$ cat src/sv/ssd_pkg.sv
`default_nettype none
package ssd_pkg;

  localparam int DATA_WIDTH = 31;

  typedef logic [DATA_WIDTH-1:0] data_t;

  typedef struct packed {
    logic  dbz;
    data_t rem;
    data_t acc;
    data_t div;
  } stage_t;

endpackage
`default_nettype wire

$ cat src/sv/ssd_stage.sv
`default_nettype none
module ssd_stage
  import ssd_pkg::*;
(
  input  wire logic   clk,
  input  wire logic   rst,
  input  wire logic   en,
  input  wire logic   in_valid,
  input  wire stage_t in_data,
  output logic        out_valid,
  output stage_t      out_data
);

  logic [DATA_WIDTH:0]   trial;
  logic [DATA_WIDTH+1:0] diff;
  logic                  fits;
  stage_t                data_next;

  // one restoring step: shift in the next dividend bit, try the subtract
  always_comb begin
    trial          = {in_data.rem, in_data.acc[DATA_WIDTH-1]};
    diff           = {1'b0, trial} - {2'b00, in_data.div};
    fits           = ~diff[DATA_WIDTH+1];
    data_next.dbz  = in_data.dbz;
    data_next.div  = in_data.div;
    data_next.rem  = fits ? diff[DATA_WIDTH-1:0] : trial[DATA_WIDTH-1:0];
    data_next.acc  = {in_data.acc[DATA_WIDTH-2:0], fits};
  end

  always_ff @(posedge clk) begin
    if (rst) begin
      out_valid <= 1'b0;
    end else if (en) begin
      out_valid <= in_valid;
    end
  end

  always_ff @(posedge clk) begin
    if (en) begin
      out_data <= data_next;
    end
  end

endmodule
`default_nettype wire

$ cat config.mk
export PLATFORM = sky130hd
export DESIGN_NAME = ssd_stage
export DESIGN_NICKNAME = d
export VERILOG_FILES = /design/src/sv/ssd_pkg.sv /design/src/sv/ssd_stage.sv
export SDC_FILE = /design/constraint.sdc
export NUM_CORES = 1
export LEC_CHECK = 0
export BUFFER_PORTS_ARGS = -buffer_cell sky130_fd_sc_hd__buf_2
export CAP_MARGIN = 10
export CORE_MARGIN = 1
export CORE_UTILIZATION = 30
export DETAILED_ROUTE_END_ITERATION = 10
export GPL_TIMING_DRIVEN = 0
export PLACE_DENSITY_LB_ADDON = 0.05
export SKIP_CTS_REPAIR_TIMING = 1
export SYNTH_ARGS = -nofsm -noshare
export SYNTH_HDL_FRONTEND = slang
export SYNTH_SLANG_ARGS = --single-unit
export TNS_END_PERCENT = 5
$ cat constraint.sdc
create_clock -name clk -period 3.1 [get_ports clk]
set_clock_uncertainty 0.15 [all_clocks]
set_input_delay 0.155 -clock clk [delete_from_list [all_inputs] [get_ports clk]]
set_output_delay 0.155 -clock clk [all_outputs]
set_load 0.03 [all_outputs]
---- After elaboration in Yosys (flattened, before gate mapping) ----
Cells that the tools add are included.
cells by class
  add/sub/neg operators ................... 1
  mux-type cells .......................... 1
  bitwise gates (word level) .............. 1
operators with widths
  kind                                            number
  32-bit by 31-bit subtractor with 33-bit output  1
  31-bit 2-to-1 mux                               1
  1-bit inverter                                  1
word-level totals
  flip-flop bits (word level) ............. 95
  bits of input ports ..................... 98
  output and inout port bits .............. 95
  logic and storage cells ................. 8

---- Logic depth before layout (Yosys ltp) ----
  word-level depth ........................ 2
  depth in mapped cells ................... 13
  depth with buffers taken out ............ 12

---- Least setup slack after synthesis ----
Ideal clock, no wire load.
  path type ............................... input to register
  start point ............................. in in_data[61] (netlist name)
  end point ............................... reg out_data[85] (netlist name) (data pin)
  setup time .............................. 0.260 ns
  arrival ................................. 2.550 ns
  data required time ...................... 2.690 ns
  path slack .............................. 0.140 ns
  cell stages on the path ................. 12
  path through ............................ inv_1 > ha_1 > fa_1 > nand2b_1 > a21o_1 > a211oi_2 > o211ai_2 > a21oi_4 > nand2_2 > a211oi_4 > buf_6 > mux2_2
RTL lines
  what                  RTL line         text
  from (decl)           ssd_stage.sv:9   input wire stage_t in_data,
  to (signal assigned)  ssd_stage.sv:40  out_data <= data_next;
  to (decl)             ssd_stage.sv:11  output stage_t out_data

==> impl_metrics.yaml <==
worst_setup_path:
  cpMostUsedCell: "a211oi_4"
  start_kind: "input port"
  worstSetupEndpointType: "flip-flop"
  cp_max_fo: 4
  slowest_stage: "fa_2"
  crit_path_max_incr_delay_ps: 360
  path_cells: "buf_2 > inv_1 > ha_4 > fa_2 > nand2b_4 > a21o_4 > a211oi_4 > o211ai_2 > a21oi_4 > nand2_2 > a211oi_4 > buf_6 > buf_4 > mux2_1"
  crit_buf_inv: 4
  path_class: "input port to flip-flop"
  arrival_ps: 3000
  critical_path.top_delay_family: "compound AO/OA/AOI/OAI gates"
  worstPathRequired_ps: 3050
cells_and_area:
  syn2layout_area_growth_pct: 50.69
  layout.nets: 803
  layout-drive-gt1-share_pct: 35.10
  fin_area_um2: 7287
timing:
  tns_ps: 0
  max_freq_ghz: 0.3277
  worst_pin_slew_ps: 511.8
  finalSetupViolations: 0
  maxSlewViolCount: 0
  hold_slack_ps: 6.438
  period_needed_ps: 3052
  hold_viol_final: 0
  relSlewSlack_pct: 65.81
  period_share_pct: 98.44
clocking:
  cts_tree: "built"
  root_buffer: "clkbuf_16"
  cts_buffer_depth: 2
  cts-buffers-inserted: 9
  htreeDepth: 3
  clock-sinks: 95
  clk_pin_slew_ps: 80
  worstSkewPairLatency_ps: 350
grt:
  grt_pass1_wl_um: 18510
  grt.overflow.total: 0
  antenna_found_initial: 2
  grt_max_degree: 63
  grtUsageTotal_pct: 14.55
  grt_pass1_vias: 3641
synth:
  yosys.area_share.simple_pct: 7.296
  synthXorXnorAreaFrac_pct: 5.071
  avgSynthCellArea_um2: 12.53
  yosys.area.top_type: "edfxtp_1"
  synth_edf_count: 94
  ys_seq_area_share_pct: 58.78
  yosys_warnings: 0
  synth_mux_area_share_pct: 3.001
  synth_top_area_share_pct: 58.37
  yosysMostFrequentCell: "edfxtp_1"
  ys_seq_elements: 95
  syn_inst: 386
  synth_common_cells: "edfxtp_1 (94), a21oi_1 (41), inv_1 (37), ha_1 (31), nor2_1 (31)"
  synth_compound_gate_area_share_pct: 13.74
  ys.flop_type: "edfxtp_1"
  yosys.cell_types.count: 51
  async_flop_share_pct: 0
  synthAdderAreaFrac_pct: 8.435
  synth_area_leaders: "edfxtp_1 (58%), ha_1 (8.0%), a21oi_1 (4.2%)"
  synth_nets: 516
  netlist_area_um2: 4836
  synth_top_family_by_area: "compound AO/OA/AOI/OAI gates"
job:
  cap_violations: 0
die:
  core_area_um2: 15830
  dieArea_um2: 16630
  die_x_um: 129.0
  ioPinCount: 193
  rows: 46
  start_util_pct: 30.55
  die_h_um: 129.0
detailed_routing:
  ant_nets: 0
  avgViaCountPerCell: 4.456
  drc: 0
  routed_wl_um: 12870
  wl_per_cell_um: 14.38
  dr.pass1.iters: 4
  initialDrtViolationCount: 186
  vias: 3988
power_and_ir_drop:
  power_density_nw_per_um2: 529.7
  ir_drop_v: 0.0002345
  p_leak_nw: 3.245
placed_design:
  gp_congestion: 0.8265
  postPlaceCellArea_um2: 6097
  hpwl_um: 9114
  port_buffers: 192
outcome:
  outcome: "complete, no violations"
hold_path:
  hold_path_class: "input port to flip-flop"
-- cells by family (layout without fill, tap and decap cells) --
family	after synthesis	after routing
xor gates and xnor gates	28	28
other	0	1
adders and majority gates	32	32
AOI/OAI and AO/OA	101	101
muxes	13	13
DFF	95	95
buffers and inverters	42	334
and+or+nand+nor	75	75
-- flip-flops by register name (all words and copies together) (netlist names) --
signal / count
out_valid: 1
out_data: 94
-- tightest hold or removal path: cells and delay by family --
| kind | cells | cell delay [ps] |
|---|---|---|
| AOI/OAI and AO/OA | 1 | 100 |
| buffers and inverters | 1 | 90 |
| and+or+nand+nor | 1 | 40 |
-- metal layers --
layer / part of all wire [%] / vias to the layer above / GRT usage [%]
met5: 0.078 / - / 0
met4: 0.98 / 2 / 4.152
met3: 6.4 / 12 / 4.906
met2: 47 / 123 / 23.31
met1: 46 / 1844 / 18.64
li1: - / 2007 / -
-- path summary, 6_finish.rpt --
path | startpoint | end | slack (ps) | depth (start not counted)
max | in_data[61] | out_data[66] | 50 | 14
min | in_data[88] | out_data[89] | 6 | 3
max reg2reg | out_valid | out_valid | 1770 | 3
min reg2reg | out_valid | out_valid | 950 | 3
-- per-stage QoR --
stage | std cells | total power [mW] | utilization, % | setup WS (ps)
floorplan | 386 | 2.319 | - | 140.0
detailed placement | 795 | 2.641 | 38.52 | -532.7
global placement | 794 | 2.637 | 38.33 | -519.2
global route | 894 | 4.068 | 46.02 | -46.05
CTS | 811 | 3.805 | 40.47 | -164.9
finish | 895 | 3.860 | 46.04 | 48.46
-- cells in the final DEF, fill, tap and decap left out, types with 8 or more instances in the layout --
| cell | synthesis | final |
|---|---|---|
| buf_2 | 1 | 192 |
| edfxtp_1 | 94 | 94 |
| dlygate4sd3_1 | 0 | 78 |
| a21oi_1 | 41 | 41 |
| inv_1 | 37 | 37 |
| nor2_1 | 31 | 31 |
| ha_1 | 31 | 30 |
| nand2_1 | 14 | 14 |
| xnor2_1 | 14 | 14 |
| xor2_1 | 14 | 14 |
| a21o_1 | 13 | 12 |
| o21ai_0 | 11 | 11 |
| clkbuf_16 | 0 | 9 |
| mux2_1 | 10 | 8 |
-- layout make-up --
class | instances | area (um^2)
Fill cell | 1531 | 8541
Inverter | 37 | 138.9
Clock inverter | 7 | 83.83
Tap cell | 216 | 270.3
Timing Repair Buffer | 276 | 1813
Buffer | 5 | 50.05
Clock buffer | 9 | 225.2
Sequential cell | 95 | 2843
Antenna cell | 1 | 2.502
Multi-Input combinational cell | 249 | 1861
-- where the power goes --
group          switching, mW  leakage [nW]  internal, mW
sequential            0.0297         0.929          1.58
clock                  0.558         0.151         0.580
combinational          0.675          2.16         0.436
Power figures use the tool's default switching activity.
